`src/sv/rsor_pkg.sv`:
```
// rsor_pkg: shared types and constants of the range sigma outlier reject block.
// No dependencies; fifo, front, back and top refer to it by scoped names; the test files import it.
`default_nettype none
package rsor_pkg;

    localparam int MaxPoints = 64;
    localparam int CoordW    = 24;
    localparam int DiffW     = CoordW + 1;
    localparam int DistW     = 25;
    localparam int SqW       = 2 * DiffW;
    localparam int MultW     = 12;
    localparam int OutIdxW   = 6;
    localparam int FifoDepth = 4;
    localparam int FracBits  = 8;

    localparam logic       CfgIdxRejectEnable = 1'b0;
    localparam logic       CfgIdxSigmaMult    = 1'b1;
    localparam logic [MultW-1:0] SigmaMultReset = 12'd384;

    // one distance word moved from the front end to the back end
    typedef struct packed {
        logic [DistW-1:0] distance;
        logic             eos;
    } t_dist_word;

    // live configuration seen by the back end
    typedef struct packed {
        logic             reject_en;
        logic [MultW-1:0] sigma_mult;
    } t_cfg;

    typedef enum logic [2:0] {
        F_IDLE,
        F_SQ,
        F_ADD,
        F_ROOT,
        F_PUSH
    } t_front_state;

    typedef enum logic [4:0] {
        B_IDLE,
        B_SUM_RD,
        B_SUM_AC,
        B_MEAN_GO,
        B_MEAN_WT,
        B_VAR_RD,
        B_VAR_DF,
        B_VAR_MUL,
        B_VAR_AC,
        B_DVAR_GO,
        B_DVAR_WT,
        B_ROOT_GO,
        B_ROOT_WT,
        B_LIM,
        B_OUT_RD,
        B_OUT_CMP,
        B_OUT_WT
    } t_back_state;

endpackage
`default_nettype wire

```
`src/sv/rsor_isqrt.sv`:
```
// rsor_isqrt: iterative integer square root, one result bit per cycle.
// No dependencies. Result is floor(sqrt(value)); W must be even.
`default_nettype none
module rsor_isqrt #(
    parameter int W = 50
) (
    input  wire logic             i_clk,
    input  wire logic             i_rst_n,
    input  wire logic             i_start,
    input  wire logic [W-1:0]     i_value,
    output logic                  o_done,
    output logic      [W/2-1:0]   o_root
);
    localparam int N  = W / 2;
    localparam int CW = $clog2(N + 1);

    logic          r_busy;
    logic [CW-1:0] r_cnt;
    logic [W-1:0]  r_val;
    logic [N:0]    r_rem;
    logic [N-1:0]  r_root;
    logic          r_done;
    logic [N+2:0]  rem_sh;
    logic [N+2:0]  trial;
    logic [N:0]    n_rem;
    logic [N-1:0]  n_root;

    // one digit step: bring down two bits, try root*4+1
    always_comb begin
        rem_sh = {r_rem, r_val[W-1:W-2]};
        trial  = {1'b0, r_root, 2'b01};
        if (rem_sh >= trial) begin
            n_rem  = (N+1)'(rem_sh - trial);
            n_root = {r_root[N-2:0], 1'b1};
        end else begin
            n_rem  = rem_sh[N:0];
            n_root = {r_root[N-2:0], 1'b0};
        end
    end

    always_ff @(posedge i_clk) begin
        if (!i_rst_n) begin
            r_busy <= 1'b0;
            r_done <= 1'b0;
            r_cnt  <= '0;
        end else begin
            r_done <= 1'b0;
            if (i_start) begin
                r_busy <= 1'b1;
                r_cnt  <= '0;
                r_val  <= i_value;
                r_rem  <= '0;
                r_root <= '0;
            end else if (r_busy) begin
                r_val  <= {r_val[W-3:0], 2'b00};
                r_rem  <= n_rem;
                r_root <= n_root;
                r_cnt  <= r_cnt + 1'b1;
                if (r_cnt == CW'(N - 1)) begin
                    r_busy <= 1'b0;
                    r_done <= 1'b1;
                end
            end
        end
    end

    assign o_done = r_done;
    assign o_root = r_root;
endmodule
`default_nettype wire

```
`src/sv/rsor_front.sv`:
```
// rsor_front: takes point pairs, computes the integer (Q25.0) distance isqrt(dx^2+dy^2).
// Depends on rsor_pkg and rsor_isqrt.
`default_nettype none
module rsor_front (
    input  wire logic                         i_clk,
    input  wire logic                         i_rst_n,
    input  wire logic                         i_valid,
    output logic                              o_ready,
    input  wire logic [rsor_pkg::CoordW-1:0]  i_p_x,
    input  wire logic [rsor_pkg::CoordW-1:0]  i_p_y,
    input  wire logic [rsor_pkg::CoordW-1:0]  i_q_x,
    input  wire logic [rsor_pkg::CoordW-1:0]  i_q_y,
    input  wire logic                         i_end_of_set,
    output logic                              o_push_valid,
    input  wire logic                         i_push_ready,
    output rsor_pkg::t_dist_word              o_push_word
);
    localparam int DiffW = rsor_pkg::DiffW;
    localparam int SqW   = rsor_pkg::SqW;

    rsor_pkg::t_front_state r_state, n_state;
    logic signed [DiffW-1:0] r_dx, r_dy;
    logic [SqW-1:0] r_sqx, r_sqy;
    logic [rsor_pkg::DistW-1:0] r_dist;
    logic r_eos;
    logic [DiffW-1:0] ax, ay;
    logic root_start, root_done;
    logic [SqW/2-1:0] root;
    logic [SqW-1:0] sq_sum;

    assign ax     = r_dx[DiffW-1] ? DiffW'(-r_dx) : DiffW'(r_dx);
    assign ay     = r_dy[DiffW-1] ? DiffW'(-r_dy) : DiffW'(r_dy);
    assign sq_sum = r_sqx + r_sqy;

    rsor_isqrt #(.W(SqW)) u_isqrt (
        .i_clk   (i_clk),
        .i_rst_n (i_rst_n),
        .i_start (root_start),
        .i_value (sq_sum),
        .o_done  (root_done),
        .o_root  (root)
    );

    always_ff @(posedge i_clk) begin
        if (!i_rst_n) begin
            r_state <= rsor_pkg::F_IDLE;
        end else begin
            r_state <= n_state;
        end
    end

    // datapath registers
    always_ff @(posedge i_clk) begin
        if (r_state == rsor_pkg::F_IDLE && i_valid) begin
            r_dx  <= DiffW'($signed(i_p_x)) - DiffW'($signed(i_q_x));
            r_dy  <= DiffW'($signed(i_p_y)) - DiffW'($signed(i_q_y));
            r_eos <= i_end_of_set;
        end
        if (r_state == rsor_pkg::F_SQ) begin
            r_sqx <= ax * ax;
            r_sqy <= ay * ay;
        end
        if (r_state == rsor_pkg::F_ROOT && root_done) begin
            r_dist <= rsor_pkg::DistW'(root);
        end
    end

    // sequencer
    always_comb begin
        n_state      = r_state;
        o_ready      = 1'b0;
        o_push_valid = 1'b0;
        root_start   = 1'b0;
        unique case (r_state)
            rsor_pkg::F_IDLE: begin
                o_ready = 1'b1;
                if (i_valid) n_state = rsor_pkg::F_SQ;
            end
            rsor_pkg::F_SQ:  n_state = rsor_pkg::F_ADD;
            rsor_pkg::F_ADD: begin
                root_start = 1'b1;
                n_state    = rsor_pkg::F_ROOT;
            end
            rsor_pkg::F_ROOT: begin
                if (root_done) n_state = rsor_pkg::F_PUSH;
            end
            rsor_pkg::F_PUSH: begin
                o_push_valid = 1'b1;
                if (i_push_ready) n_state = rsor_pkg::F_IDLE;
            end
            default: n_state = rsor_pkg::F_IDLE;
        endcase
    end

    assign o_push_word.distance = r_dist;
    assign o_push_word.eos      = r_eos;
endmodule
`default_nettype wire

```
`config.mk`:
```
export PLATFORM = sky130hd
export DESIGN_NAME = rsor_front
export DESIGN_NICKNAME = d
export VERILOG_FILES = /design/src/sv/rsor_pkg.sv /design/src/sv/rsor_isqrt.sv /design/src/sv/rsor_front.sv
export SDC_FILE = /design/constraint.sdc
export NUM_CORES = 2
export LEC_CHECK = 0
export ABC_AREA = 1
export BUFFER_PORTS_ARGS = -buffer_cell sky130_fd_sc_hd__buf_2
export CAP_MARGIN = 0
export CORE_ASPECT_RATIO = 0.8
export CORE_MARGIN = 2
export CORE_UTILIZATION = 25
export CTS_CLUSTER_SIZE = 24
export DETAILED_ROUTE_END_ITERATION = 8
export PLACE_DENSITY = 0.37
export SETUP_SLACK_MARGIN = 0.1
export SLEW_MARGIN = 20
export SYNTH_ARGS = -nofsm -noshare
export SYNTH_HDL_FRONTEND = slang
export SYNTH_HIERARCHICAL = 1
export SYNTH_SLANG_ARGS = --single-unit
export TNS_END_PERCENT = 30
```
`constraint.sdc`:
```
create_clock -name i_clk -period 8.5 [get_ports i_clk]
set_clock_uncertainty 0.1 [all_clocks]
set_input_delay 0.85 -clock i_clk [delete_from_list [all_inputs] [get_ports i_clk]]
set_output_delay 0.85 -clock i_clk [all_outputs]
set_load 0.01 [all_outputs]
```
==> out/summary.txt <==
Initial Utilization = 25.1%
Outcome = complete, no violations
Grt ovf = 0
CORE AREA = 234,000 um2
Largest net degree at the start of global routing = 80
CP Buf/Inv Count = 9
Critical path fanouts, max = 9
Number of global-route vias before repair = 49,735
Die Area = 239,000 um2
Initial DRT Pass Iterations = 6
Count leader, synth = inv_1
Synth top area share = 31.9%
Critical Path AT = 8490 ps
Post-Synthesis Cells = 7,758
Period utilization = 96.7%
Top FF cell, synth = edfxtp_1
Post-DRT Antenna Nets = 0
Synthesis-stage register bit count = 285
Max-slew violation count = 0
H-tree levels = 2
Crit end category = flip-flop
Global Route Usage Sum = 17.0%
Setup WS pre-CTS = 127 ps
I/O Buffers = 128
Longest Clk Path Bufs = 3
Ys Warns = 6
DR vias/cell = 4.23
Sequential area share after synthesis = 14.4%
Worst Slack Setup Final = 276 ps
Reg-to-reg startpoint = r_dy[1]
Site Rows = 159
FFs w/ async S/R, synth = 0%
Most used cell, CP = fa_1
1st-iter DRT viols = 2,968
IO Count = 129
Worst-Skew Late Latency = 640 ps
Worst-Margin Slew = 1000 ps
Layout cells sized above 1 = 5.61%
Unrepaired setup endpoints after global routing = yes
Root Buffer = clkbuf_16
GR peak layer = met1
Initial antenna violation count = 6
Avg Cell Area, Syn = 7.58 um2
Largest delay contributor family on the critical path = adder cells
Die H = 438 um
CP required = 8770 ps
GRT met3 Usage = 2.88%
Hold Path End = r_eos
Detailed-route via count = 47,041
HP Start = i_end_of_set
Drt total wl = 201 mm
Dominant cells by area after synthesis = fa_1 (32%), edfxtp_1 (14%), inv_1 (14%)
Min-delay worst type = primary input to flip-flop
Final nets = 9,474
Final setup viols = 0
Detailed-placement wirelength estimate = 176 mm
Worst-path clk slew = 60 ps
Horiz. Die Dim = 546 um
Top cells by count, synth = inv_1 (2,157), nand2_1 (2,076), fa_1 (937)
Wire length per cell = 18.1 um
Yosys cell types = 61
Crit path largest cell delay = 610 ps
Max Fclk = 122 MHz
Slowest CP cell = fa_1
Cell area after synthesis = 58,800 um2
Setup TNS = 0 ps
Residual DRC = 0
CP Class = flip-flop to flip-flop
First-pass GRT wire length = 308 mm
Layout area overhead = 10.7%
Crit path time final = 8220 ps
# diodes = 0
Reg2Reg Capture Point = r_sqy[40]
Area leader, netlist = fa_1
M1 GR Usage = 26.1%
CTS tree = done
Clock Sinks = 285
FF-to-FF path depth = 32
EDFF count, synth = 275
Routability cong. = 0.910
Max Cap Viol = 0
Hold depth = 1
Grt met2 use = 24.9%
Final hold vios = 0
Startpoint Class = flip-flop
CTS buffer count = 37
Relative slew slack = 32.9%
R2R Setup Slk = 280 ps
stage by stage:
stage	cells	hold WS [ps]	instance area, um2	util (%)
floorplan	7792	326	58900	-
global placement	11049	337	63800	27.2
detailed placement	11049	338	63800	27.2
CTS	11115	262	65000	27.7
global route	11118	278	65100	27.8
finish	11118	316	65100	27.8
placed cells by master (no fill, tap or decap), drive strengths merged:
cell      instances
o31ai             1
or3               2
dfxtp            10
and3              1
a31oi             3
clkbuf           41
o21bai           34
o21a              9
ha              484
a21o             10
bufinv            3
clkinv           21
fa              937
and2             15
xnor2            38
o211ai            1
nor3b             2
a211oi            1
buf             257
nand2          2098
nand4            74
a21oi           185
nor4              3
nand2b            1
xor2            124
o21ai            65
conb             36
or2               9
inv            2179
nor3             57
a21boi            4
nand3b           40
nor2            723
a31o              1
clkinvlp          6
nand3           229
edfxtp          275
registers in the layout (all words and copies together), names as in the netlist:
| register | count |
|---|---|
| u_isqrt/r_cnt | 5 |
| r_eos | 1 |
| u_isqrt/o_done | 1 |
| r_dx | 25 |
| u_isqrt/r_busy | 1 |
| r_sqy | 49 |
| r_dy | 25 |
| r_dist | 25 |
| u_isqrt/o_root | 25 |
| r_state | 3 |
| u_isqrt/r_val | 50 |
| u_isqrt/r_rem | 26 |
| r_sqx | 49 |
how the worst max path moves through the flow:
stage | startpoint | to | slack, ps | cells past startpoint
6_report | r_dy[1] | r_sqy[40] | 280 | 32
5_1_grt | r_dy[0] | r_sqy[40] | 40 | 32
4_1_cts | r_dy[1] | r_sqy[40] | 110 | 29
3_5_place_dp | r_dy[1] | r_sqy[40] | 130 | 29
3_3_place_gp | r_dy[24] | r_sqy[28] | 100 | 28
2_1_floorplan | r_dy[0] | r_sqy[49] | 790 | 36
repair_timing:
item | 4_1_cts | 5_1_grt
resized for setup | 0 | 31
endpoints found under the setup margin | 0 | 37
hold buffers | 0 | 0
setup buffers | 0 | 3
cell families after synthesis:
logic type               synth area share (%)
flip-flops                               14.4
AND/OR/NAND/NOR                          22.6
AO/OA/AOI/OAI                            2.99
XOR/XNOR                                 2.55
buffers and inverters                    15.2
adder cells (fa/ha/maj)                  42.2
other                                  0.0128
area by class of cell:
type	instances	area, um2
clock inverters	25	270
fillers	26139	169000
well taps	3139	3930
repair buffers	257	1650
flip-flops and latches	285	8460
multi-input cells	5187	41700
clock buffers	41	941
inverters	2184	8220
per-layer routing:
metal  wire length, um  part of all wire (%)  vias to the layer above
met3             11300                   5.6                      153
met4              3330                   1.7                        2
met5                10                0.0050                        -
met1            105000                    52                    22918
li1                  -                     -                    23022
met2             81600                    41                      946
Power is not shown: default switching activity piles up to over one toggle a cycle in this logic, so the estimate is an artifact.
