### src/sv/rsor_pkg.sv
// rsor_pkg: shared types and constants of the range sigma outlier reject block.
// No dependencies; fifo, front, back and top refer to it by scoped names; the test files import it.
`default_nettype none
package rsor_pkg;

    localparam int MaxPoints = 64;
    localparam int CoordW    = 24;
    localparam int DiffW     = CoordW + 1;
    localparam int DistW     = 25;
    localparam int SqW       = 2 * DiffW;
    localparam int MultW     = 12;
    localparam int OutIdxW   = 6;
    localparam int FifoDepth = 4;
    localparam int FracBits  = 8;

    localparam logic       CfgIdxRejectEnable = 1'b0;
    localparam logic       CfgIdxSigmaMult    = 1'b1;
    localparam logic [MultW-1:0] SigmaMultReset = 12'd384;

    // one distance word moved from the front end to the back end
    typedef struct packed {
        logic [DistW-1:0] distance;
        logic             eos;
    } t_dist_word;

    // live configuration seen by the back end
    typedef struct packed {
        logic             reject_en;
        logic [MultW-1:0] sigma_mult;
    } t_cfg;

    typedef enum logic [2:0] {
        F_IDLE,
        F_SQ,
        F_ADD,
        F_ROOT,
        F_PUSH
    } t_front_state;

    typedef enum logic [4:0] {
        B_IDLE,
        B_SUM_RD,
        B_SUM_AC,
        B_MEAN_GO,
        B_MEAN_WT,
        B_VAR_RD,
        B_VAR_DF,
        B_VAR_MUL,
        B_VAR_AC,
        B_DVAR_GO,
        B_DVAR_WT,
        B_ROOT_GO,
        B_ROOT_WT,
        B_LIM,
        B_OUT_RD,
        B_OUT_CMP,
        B_OUT_WT
    } t_back_state;

endpackage
`default_nettype wire

### src/sv/rsor_ram.sv
// rsor_ram: generic single write port, single read port RAM, registered read.
// No dependencies.
`default_nettype none
module rsor_ram #(
    parameter int WIDTH = 25,
    parameter int DEPTH = 64
) (
    input  wire logic                     i_clk,
    input  wire logic                     i_we,
    input  wire logic [$clog2(DEPTH)-1:0] i_waddr,
    input  wire logic [WIDTH-1:0]         i_wdata,
    input  wire logic [$clog2(DEPTH)-1:0] i_raddr,
    output logic      [WIDTH-1:0]         o_rdata
);
    logic [WIDTH-1:0] r_mem [DEPTH];

    always_ff @(posedge i_clk) begin
        if (i_we) begin
            r_mem[i_waddr] <= i_wdata;
        end
        o_rdata <= r_mem[i_raddr];
    end
endmodule
`default_nettype wire

### src/sv/rsor_isqrt.sv
// rsor_isqrt: iterative integer square root, one result bit per cycle.
// No dependencies. Result is floor(sqrt(value)); W must be even.
`default_nettype none
module rsor_isqrt #(
    parameter int W = 50
) (
    input  wire logic             i_clk,
    input  wire logic             i_rst_n,
    input  wire logic             i_start,
    input  wire logic [W-1:0]     i_value,
    output logic                  o_done,
    output logic      [W/2-1:0]   o_root
);
    localparam int N  = W / 2;
    localparam int CW = $clog2(N + 1);

    logic          r_busy;
    logic [CW-1:0] r_cnt;
    logic [W-1:0]  r_val;
    logic [N:0]    r_rem;
    logic [N-1:0]  r_root;
    logic          r_done;
    logic [N+2:0]  rem_sh;
    logic [N+2:0]  trial;
    logic [N:0]    n_rem;
    logic [N-1:0]  n_root;

    // one digit step: bring down two bits, try root*4+1
    always_comb begin
        rem_sh = {r_rem, r_val[W-1:W-2]};
        trial  = {1'b0, r_root, 2'b01};
        if (rem_sh >= trial) begin
            n_rem  = (N+1)'(rem_sh - trial);
            n_root = {r_root[N-2:0], 1'b1};
        end else begin
            n_rem  = rem_sh[N:0];
            n_root = {r_root[N-2:0], 1'b0};
        end
    end

    always_ff @(posedge i_clk) begin
        if (!i_rst_n) begin
            r_busy <= 1'b0;
            r_done <= 1'b0;
            r_cnt  <= '0;
        end else begin
            r_done <= 1'b0;
            if (i_start) begin
                r_busy <= 1'b1;
                r_cnt  <= '0;
                r_val  <= i_value;
                r_rem  <= '0;
                r_root <= '0;
            end else if (r_busy) begin
                r_val  <= {r_val[W-3:0], 2'b00};
                r_rem  <= n_rem;
                r_root <= n_root;
                r_cnt  <= r_cnt + 1'b1;
                if (r_cnt == CW'(N - 1)) begin
                    r_busy <= 1'b0;
                    r_done <= 1'b1;
                end
            end
        end
    end

    assign o_done = r_done;
    assign o_root = r_root;
endmodule
`default_nettype wire

### src/sv/rsor_div.sv
// rsor_div: restoring divider, one quotient bit per cycle.
// No dependencies. Divisor must be nonzero.
`default_nettype none
module rsor_div #(
    parameter int W  = 56,
    parameter int DW = 7
) (
    input  wire logic          i_clk,
    input  wire logic          i_rst_n,
    input  wire logic          i_start,
    input  wire logic [W-1:0]  i_dividend,
    input  wire logic [DW-1:0] i_divisor,
    output logic               o_done,
    output logic      [W-1:0]  o_quo
);
    localparam int CW = $clog2(W + 1);

    logic          r_busy;
    logic          r_done;
    logic [CW-1:0] r_cnt;
    logic [W-1:0]  r_quo;
    logic [DW-1:0] r_rem;
    logic [DW-1:0] r_dsr;
    logic [DW:0]   rem_sh;
    logic [DW-1:0] n_rem;
    logic          q_bit;

    // shift in next dividend bit, subtract if it fits
    always_comb begin
        rem_sh = {r_rem, r_quo[W-1]};
        if (rem_sh >= {1'b0, r_dsr}) begin
            n_rem = DW'(rem_sh - {1'b0, r_dsr});
            q_bit = 1'b1;
        end else begin
            n_rem = rem_sh[DW-1:0];
            q_bit = 1'b0;
        end
    end

    always_ff @(posedge i_clk) begin
        if (!i_rst_n) begin
            r_busy <= 1'b0;
            r_done <= 1'b0;
            r_cnt  <= '0;
        end else begin
            r_done <= 1'b0;
            if (i_start) begin
                r_busy <= 1'b1;
                r_cnt  <= '0;
                r_quo  <= i_dividend;
                r_rem  <= '0;
                r_dsr  <= i_divisor;
            end else if (r_busy) begin
                r_quo <= {r_quo[W-2:0], q_bit};
                r_rem <= n_rem;
                r_cnt <= r_cnt + 1'b1;
                if (r_cnt == CW'(W - 1)) begin
                    r_busy <= 1'b0;
                    r_done <= 1'b1;
                end
            end
        end
    end

    assign o_done = r_done;
    assign o_quo  = r_quo;
endmodule
`default_nettype wire

### src/sv/rsor_back.sv
// rsor_back: stores distances, computes mean and sigma, emits keep words.
// Depends on rsor_pkg, rsor_ram, rsor_div and rsor_isqrt.
`default_nettype none
module rsor_back #(
    parameter int MAX_POINTS = rsor_pkg::MaxPoints
) (
    input  wire logic                          i_clk,
    input  wire logic                          i_rst_n,
    input  wire rsor_pkg::t_cfg                i_cfg,
    input  wire logic                          i_pop_valid,
    output logic                               o_pop_ready,
    input  wire rsor_pkg::t_dist_word          i_pop_word,
    output logic                               o_valid,
    input  wire logic                          i_ready,
    output logic [rsor_pkg::OutIdxW-1:0]       o_pair_index,
    output logic                               o_keep,
    output logic                               o_last_result
);
    localparam int DistW = rsor_pkg::DistW;
    localparam int AW    = $clog2(MAX_POINTS);
    localparam int CntW  = $clog2(MAX_POINTS + 1);
    localparam int SumW  = DistW + CntW;
    localparam int VarW  = 2 * DistW + AW + (AW % 2);
    localparam int SigW  = VarW / 2;
    localparam int LimW  = rsor_pkg::MultW + SigW + 1;
    localparam int FB    = rsor_pkg::FracBits;

    rsor_pkg::t_back_state r_state, n_state;
    logic [CntW-1:0]  r_cnt;
    logic [AW-1:0]    r_idx;
    logic [SumW-1:0]  r_sum;
    logic [DistW-1:0] r_mean;
    logic [DistW-1:0] r_df;
    logic [2*DistW-1:0] r_prod;
    logic [VarW-1:0]  r_sq;
    logic [SigW-1:0]  r_sigma;
    logic [LimW-1:0]  r_lim;
    logic             r_keep;
    logic             r_last;
    logic             r_valid;
    logic [DistW-1:0] rdata;
    logic             we;
    logic             at_end;
    logic             div_start, div_done, root_start, root_done;
    logic [VarW-1:0]  div_dividend, div_quo;
    logic [CntW-1:0]  div_divisor;
    logic [SigW-1:0]  root;

    assign at_end = ({1'b0, r_idx} == CntW'(r_cnt - 1'b1));
    assign we     = (r_state == rsor_pkg::B_IDLE) && i_pop_valid
                    && (r_cnt != CntW'(MAX_POINTS));

    rsor_ram #(.WIDTH(DistW), .DEPTH(MAX_POINTS)) u_store (
        .i_clk   (i_clk),
        .i_we    (we),
        .i_waddr (r_cnt[AW-1:0]),
        .i_wdata (i_pop_word.distance),
        .i_raddr (r_idx),
        .o_rdata (rdata)
    );

    // one divider for the mean and the variance
    assign div_dividend = (r_state == rsor_pkg::B_MEAN_GO) ? VarW'(r_sum) : r_sq;
    assign div_divisor  = (r_state == rsor_pkg::B_MEAN_GO) ? r_cnt : CntW'(r_cnt - 1'b1);

    rsor_div #(.W(VarW), .DW(CntW)) u_div (
        .i_clk      (i_clk),
        .i_rst_n    (i_rst_n),
        .i_start    (div_start),
        .i_dividend (div_dividend),
        .i_divisor  (div_divisor),
        .o_done     (div_done),
        .o_quo      (div_quo)
    );

    rsor_isqrt #(.W(VarW)) u_isqrt (
        .i_clk   (i_clk),
        .i_rst_n (i_rst_n),
        .i_start (root_start),
        .i_value (div_quo),
        .o_done  (root_done),
        .o_root  (root)
    );

    always_ff @(posedge i_clk) begin
        if (!i_rst_n) begin
            r_state <= rsor_pkg::B_IDLE;
            r_cnt   <= '0;
            r_valid <= 1'b0;
        end else begin
            r_state <= n_state;
            if (r_state == rsor_pkg::B_IDLE && i_pop_valid && we) begin
                r_cnt <= r_cnt + 1'b1;
            end
            if (r_state == rsor_pkg::B_OUT_CMP) begin
                r_valid <= 1'b1;
            end else if (r_state == rsor_pkg::B_OUT_WT && i_ready) begin
                r_valid <= 1'b0;
                if (r_last) r_cnt <= '0;
            end
        end
    end

    // datapath registers
    always_ff @(posedge i_clk) begin
        unique case (r_state)
            rsor_pkg::B_IDLE: begin
                r_idx <= '0;
                r_sum <= '0;
                r_sq  <= '0;
            end
            rsor_pkg::B_SUM_AC: begin
                r_sum <= r_sum + SumW'(rdata);
                r_idx <= at_end ? '0 : r_idx + 1'b1;
            end
            rsor_pkg::B_MEAN_WT: begin
                if (div_done) r_mean <= div_quo[DistW-1:0];
            end
            rsor_pkg::B_VAR_DF: begin
                r_df <= (rdata >= r_mean) ? rdata - r_mean : r_mean - rdata;
            end
            rsor_pkg::B_VAR_MUL: r_prod <= r_df * r_df;
            rsor_pkg::B_VAR_AC: begin
                r_sq    <= r_sq + VarW'(r_prod);
                r_idx   <= at_end ? '0 : r_idx + 1'b1;
                r_sigma <= '0;
            end
            rsor_pkg::B_ROOT_WT: begin
                if (root_done) r_sigma <= root;
            end
            rsor_pkg::B_LIM: begin
                r_lim <= LimW'({r_mean, FB'(0)})
                         + LimW'(i_cfg.sigma_mult) * LimW'(r_sigma);
            end
            rsor_pkg::B_OUT_CMP: begin
                r_keep <= !i_cfg.reject_en || (LimW'({rdata, FB'(0)}) < r_lim);
                r_last <= at_end;
            end
            rsor_pkg::B_OUT_WT: begin
                if (i_ready && !r_last) r_idx <= r_idx + 1'b1;
            end
            default: begin
            end
        endcase
    end

    // evaluation sequencer
    always_comb begin
        n_state     = r_state;
        o_pop_ready = 1'b0;
        div_start   = 1'b0;
        root_start  = 1'b0;
        unique case (r_state)
            rsor_pkg::B_IDLE: begin
                o_pop_ready = 1'b1;
                if (i_pop_valid && i_pop_word.eos) n_state = rsor_pkg::B_SUM_RD;
            end
            rsor_pkg::B_SUM_RD: n_state = rsor_pkg::B_SUM_AC;
            rsor_pkg::B_SUM_AC: n_state = at_end ? rsor_pkg::B_MEAN_GO : rsor_pkg::B_SUM_RD;
            rsor_pkg::B_MEAN_GO: begin
                div_start = 1'b1;
                n_state   = rsor_pkg::B_MEAN_WT;
            end
            rsor_pkg::B_MEAN_WT: begin
                if (div_done) n_state = rsor_pkg::B_VAR_RD;
            end
            rsor_pkg::B_VAR_RD:  n_state = rsor_pkg::B_VAR_DF;
            rsor_pkg::B_VAR_DF:  n_state = rsor_pkg::B_VAR_MUL;
            rsor_pkg::B_VAR_MUL: n_state = rsor_pkg::B_VAR_AC;
            rsor_pkg::B_VAR_AC: begin
                if (!at_end) begin
                    n_state = rsor_pkg::B_VAR_RD;
                end else if (r_cnt == CntW'(1)) begin
                    n_state = rsor_pkg::B_LIM;
                end else begin
                    n_state = rsor_pkg::B_DVAR_GO;
                end
            end
            rsor_pkg::B_DVAR_GO: begin
                div_start = 1'b1;
                n_state   = rsor_pkg::B_DVAR_WT;
            end
            rsor_pkg::B_DVAR_WT: begin
                if (div_done) n_state = rsor_pkg::B_ROOT_GO;
            end
            rsor_pkg::B_ROOT_GO: begin
                root_start = 1'b1;
                n_state    = rsor_pkg::B_ROOT_WT;
            end
            rsor_pkg::B_ROOT_WT: begin
                if (root_done) n_state = rsor_pkg::B_LIM;
            end
            rsor_pkg::B_LIM:     n_state = rsor_pkg::B_OUT_RD;
            rsor_pkg::B_OUT_RD:  n_state = rsor_pkg::B_OUT_CMP;
            rsor_pkg::B_OUT_CMP: n_state = rsor_pkg::B_OUT_WT;
            rsor_pkg::B_OUT_WT: begin
                if (i_ready) n_state = r_last ? rsor_pkg::B_IDLE : rsor_pkg::B_OUT_RD;
            end
            default: n_state = rsor_pkg::B_IDLE;
        endcase
    end

    assign o_valid       = r_valid;
    assign o_pair_index  = rsor_pkg::OutIdxW'(r_idx);
    assign o_keep        = r_keep;
    assign o_last_result = r_last;
endmodule
`default_nettype wire

### config.mk
export PLATFORM = sky130hd
export DESIGN_NAME = rsor_back
export DESIGN_NICKNAME = d
export VERILOG_FILES = /design/src/sv/rsor_pkg.sv /design/src/sv/rsor_ram.sv /design/src/sv/rsor_isqrt.sv /design/src/sv/rsor_div.sv /design/src/sv/rsor_back.sv
export SDC_FILE = /design/constraint.sdc
export NUM_CORES = 2
export LEC_CHECK = 0
export ABC_CLOCK_PERIOD_IN_PS = 11220
export BUFFER_PORTS_ARGS = -buffer_cell sky130_fd_sc_hd__buf_2
export CAP_MARGIN = 20
export CORE_ASPECT_RATIO = 1.75
export CORE_UTILIZATION = 55
export CTS_CLUSTER_DIAMETER = 120
export CTS_CLUSTER_SIZE = 10
export DETAILED_ROUTE_END_ITERATION = 8
export GPL_ROUTABILITY_DRIVEN = 0
export PLACE_DENSITY_LB_ADDON = 0.08
export SYNTH_ARGS = -nofsm -noshare
export SYNTH_HDL_FRONTEND = slang
export SYNTH_SLANG_ARGS = --single-unit
### constraint.sdc
create_clock -name i_clk -period 11.22 [get_ports i_clk]
set_input_delay 1.122 -clock i_clk [delete_from_list [all_inputs] [get_ports i_clk]]
set_output_delay 1.122 -clock i_clk [all_outputs]
set_load 0.1 [all_outputs]
==> results by group <==
STA
  • Hold Vio Cnt, Final: 0
  • Final worst-path cycle share: 0.742
  • RSZ-0062 raised after global routing: no
  • Max_slew headroom: 0.206
  • Final setup viols: 0
  • Final Slew Violations: 0
  • Worst-Margin Slew: about 1.2 ns
  • Fmax: roughly 0.12 GHz
  • Setup Skew: 0.105 ns
  • Minimum clock period: 8.33 ns
  • Setup TNS: 0 ns

Power
  • Pwr dens: between 100 and 150 mW/mm2
  • VDD IR-drop max: roughly 0.14 mV
  • Leak pwr: between 40 and 50 nW

Routing
  • DRC viols: 0
  • Drt initial violations: 4832
  • Drt wl/cell: approximately 27 um
  • Drt first pass iters: 6
  • Routed Antenna Nets: 0
  • Vias/cell: 5.95
  • DRT Wirelength: ~300 mm
  • DR vias: between 60000 and 70000

Synthesis
  • Synth Area per Inst: approximately 14 um2
  • Number of synthesized flops with an enable pin: around 2000
  • Distinct cell type count after synthesis: between 90 and 100
  • Sequential area share after synthesis: 0.535
  • Async SR Flop Fraction: 0
  • Synthesized cell area: ~0.12 mm2
  • Post-synthesis cell count: 8230
  • Warnings from Yosys: 0
  • Mapped Nets: 9488
  • Post-synth top flop: edfxtp_1
  • Flops & latches, synth: 2100

Floorplanning
  • FP Rows: 223
  • Die area: ~0.21 mm2
  • Die extent in x: roughly 350 um
  • Core Area: about 0.21 mm2
  • IO Count: 53
  • Die height: 612 um
  • Initial Utilization: 0.554

Layout
  • Commonest non-fill, non-tap cell in the layout: edfxtp_1
  • P&R area growth vs syn: 8.86%
  • Most frequent cells in the layout: edfxtp_1 (2047), inv_1 (1065), nand2_1 (818), fa_1 (758), mux4_2 (525)
  • Cell area after layout: 0.127 mm2
  • Share of layout cells above drive strength 1: 0.130
  • Nets: about 9600

Worst setup path
  • Worst EP required: roughly 12 ns
  • Setup Crit Path Kind: reg -> reg
  • Startpoint types: flop
  • Worst r2r path cells: 26
  • Crit-path max FO: 26
  • Slowest cell on crit path: edfxtp_1
  • Crit. End Element: flop
  • WP data arrival: slightly below 9 ns
  • Largest stage delay on the critical path: around 1.1 ns

Placement
  • HPWL after detailed placement: 214 mm
  • Placed cell area: around 0.12 mm2
  • Port Buffers: 52

Worst hold path
  • Hold WC Path Type: reg -> reg
  • Cell depth of the worst hold path: 0

Clock network
  • Clock Path Buffers: 4
  • Postcts setup bufs: 0
  • H-Tree Depth: 4
  • Hold Buf Count CTS: 0
  • Worst-skew pair later-pin latency: 0.86 ns
  • CTS tree: built
  • Clock sinks: 2100
  • Post-CTS Resized: 0
  • Clock root buffer: clkbuf_16
  • Clock transition at the registers of the reported paths: around 0.07 ns
  • CTS buffer count: between 200 and 250

GRT
  • Initial antenna violation count: 26
  • Total GRT Usage: 0.285
  • Largest net degree at the start of global routing: between 100 and 150
  • Vias in the first global route: between 70000 and 80000
  • First-pass GRT wire length: around 450 mm
  • GRT overflow: 0

Run status
  • Outcome: finished, final reports clean

Flow run
  • Max cap viols: 0
-- through the flow --
step	hold WS, ns	setup slack [ns]	util	total power, W	instances
6_report	0.471	2.89	0.603	0.0181	11229
3_3_place_gp	0.453	3.03	0.572	0.0115	10862
5_1_grt	0.490	2.53	0.603	0.0187	11228
2_1_floorplan	0.441	4.01	-	0.0105	8230
3_5_place_dp	0.456	2.96	0.572	0.0115	10867
4_1_cts	0.476	2.96	0.602	0.0183	11211
-- metal layers --
| metal | part of all wire | global-route usage | vias to the layer above |
|---|---|---|---|
| li1 | - | - | 29267 |
| met1 | 0.33 | 0.300 | 34845 |
| met2 | 0.57 | 0.548 | 1932 |
| met3 | 0.039 | 0.0292 | 778 |
| met4 | 0.062 | 0.156 | 4 |
| met5 | 0.000091 | 0 | - |
-- where the power goes --
group / switching (W) / total, W / internal, W / leakage [nW]
Combinational: 0.00151 / 0.00247 / 0.000962 / 25.6
Sequential: 0.000197 / 0.00892 / 0.00873 / 19.1
Clock: 0.00292 / 0.00675 / 0.00383 / 3.09
Total: 0.00462 / 0.0181 / 0.0135 / 47.8
-- final cells by class --
| class | instances | area [um2] |
|---|---|---|
| antenna | 9 | 22.5 |
| clock buffer | 336 | 6320 |
| clock inverter | 8 | 85.1 |
| fill | 16291 | 83700 |
| inverter | 1066 | 4000 |
| multi-input combinational | 4707 | 49300 |
| sequential | 2100 | 62500 |
| tap | 2812 | 3520 |
| timing repair buffer | 191 | 1500 |
-- state kept, by name, indices dropped and copies added, names as in the netlist, 6 cells and up --
register,flops
r_sq,56
u_div.r_dsr,7
u_div.r_rem,7
u_div.r_cnt,6
r_sum,32
u_isqrt.r_rem,29
r_sigma,28
r_cnt,7
r_prod,49
r_lim,41
u_isqrt.r_val,56
u_isqrt.o_root,28
u_div.o_quo,56
o_pair_index,6
u_store.r_mem,1600
u_store.o_rdata,25
r_df,25
r_mean,25
-- path summary, 6_finish.rpt --
kind	slack (ns)	start	to
setup / recovery	2.89	r_df[13]	r_prod[49]
hold / removal	0.47	u_div.o_quo[0]	r_mean[0]
setup reg to reg	2.89	r_df[13]	r_prod[49]
hold reg to reg	0.47	u_div.o_quo[0]	r_mean[0]
-- synth_stat cells (58+ instances only) --
| master | number | area [um2] |
|---|---|---|
| nor2_1 | 441 | 1660 |
| ha_1 | 457 | 5720 |
| xor2_1 | 92 | 806 |
| mux4_2 | 525 | 11800 |
| a21o_1 | 128 | 961 |
| clkbuf_1 | 279 | 1050 |
| a21oi_1 | 261 | 1310 |
| inv_1 | 1065 | 4000 |
| nand2_1 | 818 | 3070 |
| fa_1 | 758 | 15200 |
| nand3_1 | 58 | 290 |
| xnor2_1 | 126 | 1100 |
| o21ai_0 | 121 | 606 |
| nor3_1 | 93 | 465 |
| and2_1 | 233 | 1460 |
| edfxtp_1 | 2047 | 61500 |
-- critical path, delay by kind of cell (launching register included) --
kind,cells,cell delay [ns]
adders and majority gates,8,3.92
AOI/OAI and AO/OA,7,1.99
DFF,1,1.14
and+or+nand+nor,3,0.57
buffers and inverters,7,0.35
xor gates and xnor gates,1,0.11
-- logic make-up (layout without fill, tap and decap cells) --
group / Yosys count / count (layout) / synth area share
compound gates: 830 / 830 / 0.0463
xor+xnor: 218 / 218 / 0.0163
fa+ha+maj: 1215 / 1215 / 0.179
buf+inv: 1423 / 1601 / 0.0461
flops: 2100 / 2100 / 0.535
mux: 568 / 568 / 0.105
other cells: 0 / 9 / 0
simple gates: 1876 / 1876 / 0.0726
(Power assumes the default switching activity.)
