==> src/sv/rsor_pkg.sv <==
// rsor_pkg: shared types and constants of the range sigma outlier reject block.
// No dependencies; fifo, front, back and top refer to it by scoped names; the test files import it.
`default_nettype none
package rsor_pkg;

    localparam int MaxPoints = 64;
    localparam int CoordW    = 24;
    localparam int DiffW     = CoordW + 1;
    localparam int DistW     = 25;
    localparam int SqW       = 2 * DiffW;
    localparam int MultW     = 12;
    localparam int OutIdxW   = 6;
    localparam int FifoDepth = 4;
    localparam int FracBits  = 8;

    localparam logic       CfgIdxRejectEnable = 1'b0;
    localparam logic       CfgIdxSigmaMult    = 1'b1;
    localparam logic [MultW-1:0] SigmaMultReset = 12'd384;

    // one distance word moved from the front end to the back end
    typedef struct packed {
        logic [DistW-1:0] distance;
        logic             eos;
    } t_dist_word;

    // live configuration seen by the back end
    typedef struct packed {
        logic             reject_en;
        logic [MultW-1:0] sigma_mult;
    } t_cfg;

    typedef enum logic [2:0] {
        F_IDLE,
        F_SQ,
        F_ADD,
        F_ROOT,
        F_PUSH
    } t_front_state;

    typedef enum logic [4:0] {
        B_IDLE,
        B_SUM_RD,
        B_SUM_AC,
        B_MEAN_GO,
        B_MEAN_WT,
        B_VAR_RD,
        B_VAR_DF,
        B_VAR_MUL,
        B_VAR_AC,
        B_DVAR_GO,
        B_DVAR_WT,
        B_ROOT_GO,
        B_ROOT_WT,
        B_LIM,
        B_OUT_RD,
        B_OUT_CMP,
        B_OUT_WT
    } t_back_state;

endpackage
`default_nettype wire

==> src/sv/rsor_fifo.sv <==
// rsor_fifo: short queue of distance words between front and back end.
// Depends on rsor_pkg.
`default_nettype none
module rsor_fifo (
    input  wire logic               i_clk,
    input  wire logic               i_rst_n,
    input  wire logic               i_push_valid,
    output logic                    o_push_ready,
    input  wire rsor_pkg::t_dist_word i_push_word,
    output logic                    o_pop_valid,
    input  wire logic               i_pop_ready,
    output rsor_pkg::t_dist_word    o_pop_word
);
    localparam int Depth = rsor_pkg::FifoDepth;
    localparam int PW    = $clog2(Depth);
    localparam int CW    = $clog2(Depth + 1);

    rsor_pkg::t_dist_word r_buf [Depth];
    logic [PW-1:0] r_wr;
    logic [PW-1:0] r_rd;
    logic [CW-1:0] r_cnt;
    logic          push;
    logic          pop;

    assign o_push_ready = (r_cnt != CW'(Depth));
    assign o_pop_valid  = (r_cnt != '0);
    assign o_pop_word   = r_buf[r_rd];
    assign push = i_push_valid && o_push_ready;
    assign pop  = o_pop_valid && i_pop_ready;

    always_ff @(posedge i_clk) begin
        if (push) begin
            r_buf[r_wr] <= i_push_word;
        end
    end

    always_ff @(posedge i_clk) begin
        if (!i_rst_n) begin
            r_wr  <= '0;
            r_rd  <= '0;
            r_cnt <= '0;
        end else begin
            if (push) r_wr <= r_wr + 1'b1;
            if (pop)  r_rd <= r_rd + 1'b1;
            if (push && !pop) begin
                r_cnt <= r_cnt + 1'b1;
            end else if (pop && !push) begin
                r_cnt <= r_cnt - 1'b1;
            end
        end
    end
endmodule
`default_nettype wire

==> config.mk <==
export PLATFORM = sky130hd
export DESIGN_NAME = rsor_fifo
export DESIGN_NICKNAME = d
export VERILOG_FILES = /design/src/sv/rsor_pkg.sv /design/src/sv/rsor_fifo.sv
export SDC_FILE = /design/constraint.sdc
export NUM_CORES = 1
export LEC_CHECK = 0
export BUFFER_PORTS_ARGS = -buffer_cell sky130_fd_sc_hd__buf_2
export CAP_MARGIN = 10
export CORE_UTILIZATION = 61
export DETAILED_ROUTE_END_ITERATION = 10
export PLACE_DENSITY = 0.88
export SLEW_MARGIN = 20
export SYNTH_ARGS = -nofsm -noshare
export SYNTH_HDL_FRONTEND = slang
export SYNTH_SLANG_ARGS = --single-unit
==> constraint.sdc <==
create_clock -name i_clk -period 6.1 [get_ports i_clk]
set_input_delay 0.305 -clock i_clk [delete_from_list [all_inputs] [get_ports i_clk]]
set_output_delay 0.305 -clock i_clk [all_outputs]
set_load 0.05 [all_outputs]
==> results of run 1 <==
==> critical path, delay by kind of cell, from the launching register on <==
kind / cells / cell delay (ps)
flip-flops: 1 / 900
multiplexers: 1 / 660
buffers and inverters: 1 / 240
==> cell usage in the layout (no fill, tap or decap) <==
cell type,synthesis,final
a21boi_0,1,1
o21ai_0,1,1
buf_2,2,57
dfxtp_2,0,1
mux4_1,6,6
buf_4,0,5
xnor2_1,3,3
or3_1,2,2
nor2_1,1,1
edfxtp_1,104,104
nand2_1,5,5
a21boi_2,1,1
mux2i_1,3,3
nor2b_1,1,1
clkinvlp_4,0,3
ha_1,5,5
and2_1,8,8
clkinv_1,0,3
clkbuf_16,0,16
xor2_1,1,1
dlygate4sd3_1,0,17
clkinv_2,0,4
clkbuf_8,0,1
clkbuf_1,1,2
fa_1,1,1
o311ai_2,1,1
inv_1,3,3
o31ai_4,1,1
mux4_2,20,20
dfxtp_1,9,8
bufinv_16,0,3
==> final timing paths <==
check	start	to	cells after the start
setup / recovery	register	o_pop_word[22]	2
hold reg to reg	r_wr[0]$_SDFFE_PN0P_	r_wr[0]$_SDFFE_PN0P_	2
setup reg to reg	r_cnt[0]$_SDFFE_PN0P_	r_cnt[2]$_SDFFE_PN0P_	8
hold / removal	i_push_word[3]	r_buf[1][3]$_DFFE_PP_	1
==> flip-flops by register name (all words and copies together), names as in the netlist, named ones only <==
name,cells
r_wr,2
r_cnt,3
r_buf,104
r_rd,2
==> per-layer routing <==
metal	wire (um)	part of all wire [%]	vias to the layer above
met5	0	0	-
met2	3936	51	104
met4	133	1.7	0
met1	3061	40	1093
met3	560	7.3	13
li1	-	-	945
==> cell type report <==
cell class / instances / area (um2) / share of cell area [%]
Inverter: 3 / 11.26 / 0.2084
Timing Repair Buffer: 79 / 493.0 / 9.125
Multi-Input combinational cell: 61 / 908.4 / 16.81
Sequential cell: 113 / 3304 / 61.16
Clock inverter: 13 / 143.9 / 2.663
Tap cell: 96 / 120.1 / 2.223
Clock buffer: 19 / 421.7 / 7.805
==> Yosys cell counts, drive strengths merged <==
cell type,number
nor2,1
fa,1
buf,5
edfxtp,104
nor2b,1
xor2,1
ha,5
or3,2
o21ai,1
nand2,5
inv,3
a21boi,2
mux2i,3
o31ai,1
o311ai,1
mux4,26
clkbuf,2
and2,8
dfxtp,9
xnor2,3
==> cells by family after synthesis <==
group	Yosys count	share of synthesized area (%)
buf+inv	10	1.894
simple gates	17	2.128
compound gates	5	1.428
flops	113	76.95
mux	29	14.86
xor+xnor	4	0.8162
fa+ha+maj	6	1.924
==> metrics by stage <==
step           util, %  worst slack [ps]  power (mW)  instance area, um2
6_report         79.52              3474       2.692                5403
5_1_grt          79.52              3315       2.790                5403
4_1_cts          79.23              3389       2.710                5383
3_5_place_dp     68.69              3857       1.752                4667
3_3_place_gp     68.69              3901       1.740                4667
2_1_floorplan        -              3987       1.627                4293
==> report_power, final <==
part           internal (mW)  switching [mW]
sequential             0.946          0.0816
combinational          0.247           0.481
clock                  0.613           0.324
total                   1.80           0.887
==> flow_summary.html, run 1 <==
<table>
<tr><th>Metric</th><th>Value</th></tr>
<tr><th colspan="2">Clock network</th></tr>
<tr><td>Max Root-Sink Buffers</td><td>2</td></tr>
<tr><td>Root cell of the clock tree</td><td>clkbuf_8</td></tr>
<tr><td>Reg clk slew, reported paths</td><td>~50 ps</td></tr>
<tr><td>Count of hold buffers inserted by post-cts repair</td><td>15</td></tr>
<tr><td>Number of levels the H-tree was split into</td><td>4</td></tr>
<tr><td>Post_cts resized</td><td>0</td></tr>
<tr><td>Sinks on the clock net</td><td>around 110</td></tr>
<tr><td>Clock latency of the later-clocked register in the worst-skew pair</td><td>500 ps</td></tr>
<tr><td>TritonCTS clock tree</td><td>yes</td></tr>
<tr><td>Buffers inserted during post-CTS setup optimization</td><td>0</td></tr>
<tr><td>Number of CTS-inserted buffers</td><td>17</td></tr>
<tr><th colspan="2">Detailed routing</th></tr>
<tr><td>Vias per cell</td><td>roughly 5.6</td></tr>
<tr><td>Routed Antenna Nets</td><td>0</td></tr>
<tr><td>Avg WL per Cell</td><td>20.03 um</td></tr>
<tr><td>Final routed DRC violation total</td><td>0</td></tr>
<tr><td>Routed vias</td><td>2155</td></tr>
<tr><td>First-pass iteration count of the detailed router</td><td>4</td></tr>
<tr><td>Detailed Route Iter0 Violations</td><td>160</td></tr>
<tr><td>Drt total wl</td><td>7692 um</td></tr>
<tr><th colspan="2">GRT</th></tr>
<tr><td>Overall routing resource usage</td><td>23.30%</td></tr>
<tr><td>Initial antenna violation count</td><td>0</td></tr>
<tr><td>Routing usage on met2</td><td>36.22%</td></tr>
<tr><td>Global-route wire length before repair</td><td>approximately 12000 um</td></tr>
<tr><td>Via count of the first global-routing pass</td><td>2167</td></tr>
<tr><td>Total congestion overflow after global routing</td><td>0</td></tr>
<tr><td>Busiest grt layer</td><td>met2</td></tr>
<tr><td>Pin count of the biggest net entering global routing</td><td>27</td></tr>
<tr><td>Grt met3 use</td><td>9.913%</td></tr>
<tr><td>GRT met1 Usage</td><td>29.04%</td></tr>
<tr><th colspan="2">Die</th></tr>
<tr><td>Die width</td><td>85.89 um</td></tr>
<tr><td>Total die area</td><td>7377 um2</td></tr>
<tr><td>Ports</td><td>58</td></tr>
<tr><td>Placeable core area</td><td>approximately 6800 um2</td></tr>
<tr><td>Number of cell rows</td><td>30</td></tr>
<tr><td>Initial core utilization</td><td>63.19%</td></tr>
<tr><td>DIE HEIGHT</td><td>85.89 um</td></tr>
<tr><th colspan="2">Yosys</th></tr>
<tr><td>Netlist Area Pre-Place</td><td>4293 um2</td></tr>
<tr><td>FF+latch count, synth</td><td>113</td></tr>
<tr><td>Post-Syn Nets</td><td>220</td></tr>
<tr><td>Part of the Yosys area used for sequential elements</td><td>76.95%</td></tr>
<tr><td>Gate Count Post-Synth</td><td>184</td></tr>
<tr><td>Synthesized area divided by synthesized cell count</td><td>23.33 um2</td></tr>
<tr><td>Top cells by area, synth</td><td>edfxtp_1, mux4_2, dfxtp_1</td></tr>
<tr><td>Largest area contributor in the netlist</td><td>edfxtp_1</td></tr>
<tr><td>Count of different cell masters after synthesis</td><td>25</td></tr>
<tr><td>Portion of synthesized cell area occupied by the leading cell type</td><td>72.75%</td></tr>
<tr><td>Warnings from Yosys</td><td>0</td></tr>
<tr><th colspan="2">Placement</th></tr>
<tr><td>Half-perimeter wire length after placement</td><td>3825 um</td></tr>
<tr><td>Port Buf Inserts</td><td>57</td></tr>
<tr><td>Final RePlAce weighted congestion</td><td>~0.7</td></tr>
<tr><td>Total placed cells including tap cells</td><td>335</td></tr>
<tr><th colspan="2">Worst setup path</th></tr>
<tr><td>Largest fanout on the critical path</td><td>26</td></tr>
<tr><td>Flop2flop setup slack</td><td>3820 ps</td></tr>
<tr><td>Start-to-end type of the worst setup path</td><td>register to output pin</td></tr>
<tr><td>Largest stage delay on the critical path</td><td>900 ps</td></tr>
<tr><td>Sequence of cells on the critical path</td><td>mux4_1, buf_2</td></tr>
<tr><td>Data arrival time of the worst path</td><td>2320 ps</td></tr>
<tr><td>Startpoint type of the worst setup path</td><td>register</td></tr>
<tr><td>Master of the slowest instance on the critical path</td><td>dfxtp_2</td></tr>
<tr><td>CP required</td><td>5790 ps</td></tr>
<tr><td>Critical Path End Type</td><td>output pin</td></tr>
<tr><th colspan="2">STA</th></tr>
<tr><td>Shortest clock period the worst path allows after layout</td><td>2626 ps</td></tr>
<tr><td>Post-route fraction of the period consumed by the critical path</td><td>between 40% and 50%</td></tr>
<tr><td>Setup skew after layout</td><td>~8.3 ps</td></tr>
<tr><td>RSZ-0062 raised after global routing</td><td>no</td></tr>
<tr><td>Number of endpoints with negative hold slack in the final report</td><td>0</td></tr>
<tr><td>Setup TNS</td><td>0 ps</td></tr>
<tr><td>Worst hold slack across all endpoints</td><td>33.43 ps</td></tr>
<tr><td>Setup violations, final</td><td>0</td></tr>
<tr><td>Maximum operating frequency</td><td>380.8 MHz</td></tr>
<tr><td>Max_slew headroom</td><td>40.90%</td></tr>
<tr><td>Max Transition Viols Final</td><td>0</td></tr>
<tr><td>Measured slew at the worst slew-check pin</td><td>approximately 900 ps</td></tr>
<tr><th colspan="2">Final layout</th></tr>
<tr><td>Filler Cell Count</td><td>328</td></tr>
<tr><td>Count of placed standard cells in the final layout, fillers left out</td><td>between 300 and 400</td></tr>
<tr><td>Area growth from synthesis to layout</td><td>25.85%</td></tr>
<tr><td>NumNets Final</td><td>311</td></tr>
<tr><td>Fraction of final layout cells sized beyond drive strength 1</td><td>39.24%</td></tr>
<tr><td>Final antenna diode count</td><td>0</td></tr>
<tr><th colspan="2">Power and ir drop</th></tr>
<tr><td>Power per standard cell area</td><td>498.3 nW/um2</td></tr>
<tr><td>Worst vdd rail ir drop</td><td>0.2397 mV</td></tr>
<tr><td>Leakage power</td><td>about 1.9 nW</td></tr>
<tr><th colspan="2">Run status</th></tr>
<tr><td>Status</td><td>completed</td></tr>
<tr><th colspan="2">Job</th></tr>
<tr><td>Maxcap violations</td><td>0</td></tr>
<tr><th colspan="2">Worst hold path</th></tr>
<tr><td>Path class of the lowest-slack min-delay path</td><td>input pin to register</td></tr>
</table>
No activity file was read; power rests on OpenSTA's default activity.
==> run 2, diff against run 1 <==
ABC_AREA = 1   (was not set)
CORE_UTILIZATION = 51   (was 61)
PLACE_DENSITY = 0.79   (was 0.88)
clock period = 2.4 ns   (was 6.1 ns; I/O delays follow)
==> flow_summary.html, run 2 <==
<table>
<tr><th>Metric</th><th>Value</th></tr>
<tr><th colspan="2">Final layout</th></tr>
<tr><td>Count of placed standard cells in the final layout, fillers left out</td><td>537 (+40%)</td></tr>
<tr><td>Most used cells in the layout excluding fill and tap cells</td><td>edfxtp_1, nor2_1, buf_2</td></tr>
<tr><td>Number of flip-flops under the largest register name</td><td>104 (unchanged)</td></tr>
<tr><td>Leading cell type in the layout, fill and taps excluded</td><td>edfxtp_1</td></tr>
<tr><td>Register with the most flip-flops</td><td>r_buf</td></tr>
<tr><td>Final antenna diode count</td><td>0 (unchanged)</td></tr>
<tr><td>Area used by multi-input combinational logic</td><td>878.3 um2 (-3.3%)</td></tr>
<tr><td>Post-layout util</td><td>68.02% (-11 points)</td></tr>
<tr><td>Area growth from synthesis to layout</td><td>29.18%</td></tr>
<tr><td>NumNets Final</td><td>455 (+46%)</td></tr>
<tr><td>Cell area after layout</td><td>5589 um2 (+3.5%)</td></tr>
<tr><td>Storage cell area</td><td>3304 um2 (unchanged)</td></tr>
<tr><td>Largest registers in the final layout</td><td>r_buf (104), r_cnt (3)</td></tr>
<tr><td>Filler Cell Count</td><td>528 (+61%)</td></tr>
<tr><td>Fraction of final layout cells sized beyond drive strength 1</td><td>24.31% (-15 points)</td></tr>
<tr><th colspan="2">Worst setup path</th></tr>
<tr><td>R2R Path Start</td><td>r_cnt[1]$_SDFFE_PN0P_</td></tr>
<tr><td>Data arrival time of the worst path</td><td>2120 ps (-200 ps)</td></tr>
<tr><td>Largest stage delay on the critical path</td><td>670 ps (-230 ps)</td></tr>
<tr><td>Flop2flop setup slack</td><td>480 ps (-3340 ps)</td></tr>
<tr><td>Critical Path End Type</td><td>output pin</td></tr>
<tr><td>Master of the slowest instance on the critical path</td><td>dfxtp_1</td></tr>
<tr><td>Largest fanout on the critical path</td><td>15 (-42%)</td></tr>
<tr><td>Worst reg2reg path endpoint</td><td>r_cnt[1]$_SDFFE_PN0P_</td></tr>
<tr><td>Number of buffers and inverters on the critical path</td><td>2 (+1)</td></tr>
<tr><td>Startpoint type of the worst setup path</td><td>register</td></tr>
<tr><td>Worst Reg2Reg Path Length in Cells</td><td>9 (+1)</td></tr>
<tr><td>Start-to-end type of the worst setup path</td><td>register to output pin</td></tr>
<tr><td>Dominant delay contributor by cell family on the critical path</td><td>flip-flops</td></tr>
<tr><td>CP required</td><td>2280 ps (-3510 ps)</td></tr>
<tr><td>Sequence of cells on the critical path</td><td>buf_4, o21ai_1, o22ai_1, buf_2</td></tr>
<tr><th colspan="2">Die</th></tr>
<tr><td>DIE HEIGHT</td><td>94.11 um (+9.6%)</td></tr>
<tr><td>Ports</td><td>58 (unchanged)</td></tr>
<tr><td>Die width</td><td>94.11 um (+9.6%)</td></tr>
<tr><td>Initial core utilization</td><td>52.66% (-11 points)</td></tr>
<tr><td>Placeable core area</td><td>8217 um2 (+21%)</td></tr>
<tr><td>Total die area</td><td>8856 um2 (+20%)</td></tr>
<tr><td>Number of cell rows</td><td>33 (+10%)</td></tr>
<tr><th colspan="2">Placement</th></tr>
<tr><td>Total placed cells including tap cells</td><td>476 (+42%)</td></tr>
<tr><td>Final RePlAce weighted congestion</td><td>0.7234 (+1.2%)</td></tr>
<tr><td>DP Area</td><td>4736 um2 (+1.5%)</td></tr>
<tr><td>Half-perimeter wire length after placement</td><td>4892 um (+28%)</td></tr>
<tr><td>Worst setup slack before clock tree synthesis</td><td>492.1 ps (-3365 ps)</td></tr>
<tr><td>Port Buf Inserts</td><td>57 (unchanged)</td></tr>
<tr><th colspan="2">GRT</th></tr>
<tr><td>Via count of the first global-routing pass</td><td>2788 (+29%)</td></tr>
<tr><td>Pin count of the biggest net entering global routing</td><td>53 (+96%)</td></tr>
<tr><td>Total congestion overflow after global routing</td><td>0 (unchanged)</td></tr>
<tr><td>Overall routing resource usage</td><td>21.53% (-1.8 points)</td></tr>
<tr><td>Initial antenna violation count</td><td>0 (unchanged)</td></tr>
<tr><td>Global-route wire length before repair</td><td>13430 um (+15%)</td></tr>
<tr><th colspan="2">Yosys</th></tr>
<tr><td>Part of the Yosys area used for sequential elements</td><td>76.34% (-0.60 points)</td></tr>
<tr><td>Gate Count Post-Synth</td><td>319 (+73%)</td></tr>
<tr><td>Async S/R FF share, synth</td><td>0% (unchanged)</td></tr>
<tr><td>Top cells by area, synth</td><td>edfxtp_1, nor2_1, o21ai_1</td></tr>
<tr><td>Count of different cell masters after synthesis</td><td>20 (-20%)</td></tr>
<tr><td>Number of enable flip-flop cells after synthesis</td><td>104 (unchanged)</td></tr>
<tr><td>Portion of synthesized cell area occupied by the leading cell type</td><td>72.18% (-0.57 points)</td></tr>
<tr><td>Top_reg_cell synth</td><td>edfxtp_1</td></tr>
<tr><td>Top cells by count, synth</td><td>edfxtp_1, nor2_1, o21ai_1, o22ai_1</td></tr>
<tr><td>Post-Syn Nets</td><td>355 (+61%)</td></tr>
<tr><td>Largest area contributor in the netlist</td><td>edfxtp_1</td></tr>
<tr><td>Most frequent cell after synthesis</td><td>edfxtp_1</td></tr>
<tr><td>Synthesized area divided by synthesized cell count</td><td>13.56 um2 (-42%)</td></tr>
<tr><td>Warnings from Yosys</td><td>0 (unchanged)</td></tr>
<tr><td>Netlist Area Pre-Place</td><td>4327 um2 (+0.79%)</td></tr>
<tr><td>FF+latch count, synth</td><td>113 (unchanged)</td></tr>
<tr><th colspan="2">STA</th></tr>
<tr><td>Post-route fraction of the period consumed by the critical path</td><td>93.50%</td></tr>
<tr><td>Maximum operating frequency</td><td>445.6 MHz</td></tr>
<tr><td>Max Transition Viols Final</td><td>0 (unchanged)</td></tr>
<tr><td>Measured slew at the worst slew-check pin</td><td>560.0 ps (-326.4 ps)</td></tr>
<tr><td>Shortest clock period the worst path allows after layout</td><td>about 2200 ps</td></tr>
<tr><td>Number of endpoints with negative hold slack in the final report</td><td>0 (unchanged)</td></tr>
<tr><td>Worst hold slack across all endpoints</td><td>340.7 ps (+307.2 ps)</td></tr>
<tr><td>Max_slew headroom</td><td>62.61% (+22 points)</td></tr>
<tr><td>Setup violations, final</td><td>0 (unchanged)</td></tr>
<tr><td>Setup TNS</td><td>0 ps (unchanged)</td></tr>
<tr><td>RSZ-0062 raised after global routing</td><td>no</td></tr>
<tr><td>Slack of the critical path</td><td>156.0 ps (-3318 ps)</td></tr>
<tr><td>Setup skew after layout</td><td>6.281 ps (-2.021 ps)</td></tr>
<tr><th colspan="2">Clock network</th></tr>
<tr><td>Clock latency of the later-clocked register in the worst-skew pair</td><td>520 ps (+20 ps)</td></tr>
<tr><td>Root cell of the clock tree</td><td>clkbuf_8</td></tr>
<tr><td>Number of CTS-inserted buffers</td><td>17 (unchanged)</td></tr>
<tr><td>Max Root-Sink Buffers</td><td>2 (unchanged)</td></tr>
<tr><td>Number of levels the H-tree was split into</td><td>4 (unchanged)</td></tr>
<tr><td>Reg clk slew, reported paths</td><td>50 ps (about the same)</td></tr>
<tr><td>TritonCTS clock tree</td><td>yes</td></tr>
<tr><td>Sinks on the clock net</td><td>113 (unchanged)</td></tr>
<tr><td>Buffers inserted during post-CTS setup optimization</td><td>0 (unchanged)</td></tr>
<tr><th colspan="2">Power and ir drop</th></tr>
<tr><td>Cell internal power dissipation</td><td>4.353 mW (+140%)</td></tr>
<tr><td>Leakage power</td><td>2.067 nW (+8.3%)</td></tr>
<tr><td>Switching part of the total power</td><td>37.00% (+4.1 points)</td></tr>
<tr><td>Clock network power share</td><td>33.6% (-1.2 points)</td></tr>
<tr><td>Power per standard cell area</td><td>1236 nW/um2 (+150%)</td></tr>
<tr><td>Worst vdd rail ir drop</td><td>0.6418 mV (+170%)</td></tr>
<tr><td>Net switching power</td><td>2.557 mW (+190%)</td></tr>
<tr><td>Combinational share of power</td><td>30.3% (+3.3 points)</td></tr>
<tr><td>Total power after layout</td><td>6.910 mW (+160%)</td></tr>
<tr><td>Sequential share of power</td><td>36.1% (-2.1 points)</td></tr>
<tr><th colspan="2">Detailed routing</th></tr>
<tr><td>Detailed Route Iter0 Violations</td><td>181 (+13%)</td></tr>
<tr><td>Total met3 wirelength after detailed routing</td><td>530 um (-5.4%)</td></tr>
<tr><td>First-pass iteration count of the detailed router</td><td>5 (+1)</td></tr>
<tr><td>Drt total wl</td><td>8779 um (+14%)</td></tr>
<tr><td>Routed vias</td><td>2855 (+32%)</td></tr>
<tr><td>Wire length on met1</td><td>3478 um (+14%)</td></tr>
<tr><td>Uppermost metal layer occupied by signal nets</td><td>met4</td></tr>
<tr><td>Vias per cell</td><td>5.317 (-5.3%)</td></tr>
<tr><td>Routed Antenna Nets</td><td>0 (unchanged)</td></tr>
<tr><td>Avg WL per Cell</td><td>16.35 um (-18%)</td></tr>
<tr><td>Final routed DRC violation total</td><td>0 (unchanged)</td></tr>
<tr><td>Routed met2 length</td><td>4620 um (+17%)</td></tr>
<tr><th colspan="2">Worst hold path</th></tr>
<tr><td>Worst Hold Launch</td><td>i_push_word[12]</td></tr>
<tr><td>Hold Path Cell Cnt</td><td>2 (+1)</td></tr>
<tr><td>Endpoint of the worst hold-timing path</td><td>r_buf[2][12]$_DFFE_PP_</td></tr>
<tr><td>Path class of the lowest-slack min-delay path</td><td>input pin to register</td></tr>
<tr><th colspan="2">Run status</th></tr>
<tr><td>Status</td><td>completed</td></tr>
<tr><th colspan="2">Job</th></tr>
<tr><td>Maxcap violations</td><td>0 (unchanged)</td></tr>
</table>
==> run 2: worst max-delay path by stage <==
stage / to / from / depth (start not counted) / slack, ps
floorplan: r_buf[0][0]$_DFFE_PP_ / r_cnt[0]$_SDFFE_PN0P_ / 4 / -130
global placement: r_cnt[1]$_SDFFE_PN0P_ / r_cnt[1]$_SDFFE_PN0P_ / 9 / 590
detailed placement: r_cnt[1]$_SDFFE_PN0P_ / r_cnt[1]$_SDFFE_PN0P_ / 9 / 490
CTS: o_pop_word[19] / register / 4 / 110
global route: o_pop_word[19] / register / 4 / 20
finish: o_pop_word[19] / register / 4 / 160
==> run 2: power by group through the flow <==
| stage | clock network, mW | logic [mW] | registers [mW] |
|---|---|---|---|
| final | 2.33 | 2.09 | 2.49 |
| after global routing | 2.42 | 2.24 | 2.51 |
| after CTS | 2.34 | 2.10 | 2.49 |
| after detailed placement | 0 | 2.04 | 2.53 |
| after global placement | 0 | 2.00 | 2.51 |
| after floorplan | 0 | 1.58 | 2.51 |
==> run 2: cell type report <==
class                      instances  area share (%)
tap                              105           2.351
sequential                       113           59.12
clock buffer                      17           7.410
inverter                          16           1.164
timing repair buffer              96           11.64
clock inverter                    15           2.597
multi-input combinational        175           15.72
==> run 2: what timing repair did <==
action / CTS / global route
endpoints found under the hold margin: 113 / 0
gates resized for setup: 0 / 3
endpoints found under the setup margin: 0 / 7
hold buffers: 29 / 0
==> run 2: metal layers <==
metal	up-vias	track usage [%]
li1	1371	-
met1	1376	23.88
met2	95	36.01
met3	13	7.767
met4	0	11.67
met5	-	0
==> run 2: kinds of logic (layout without fill, tap and decap cells) <==
| logic type | after synthesis | after routing | share of synthesized area, % |
|---|---|---|---|
| and+or+nand+nor | 86 | 86 | 7.721 |
| DFF | 113 | 113 | 76.34 |
| buffers and inverters | 31 | 144 | 3.586 |
| adders and majority gates | 6 | 6 | 1.909 |
| AOI/OAI and AO/OA | 82 | 82 | 10.24 |
| xor gates and xnor gates | 1 | 1 | 0.2025 |
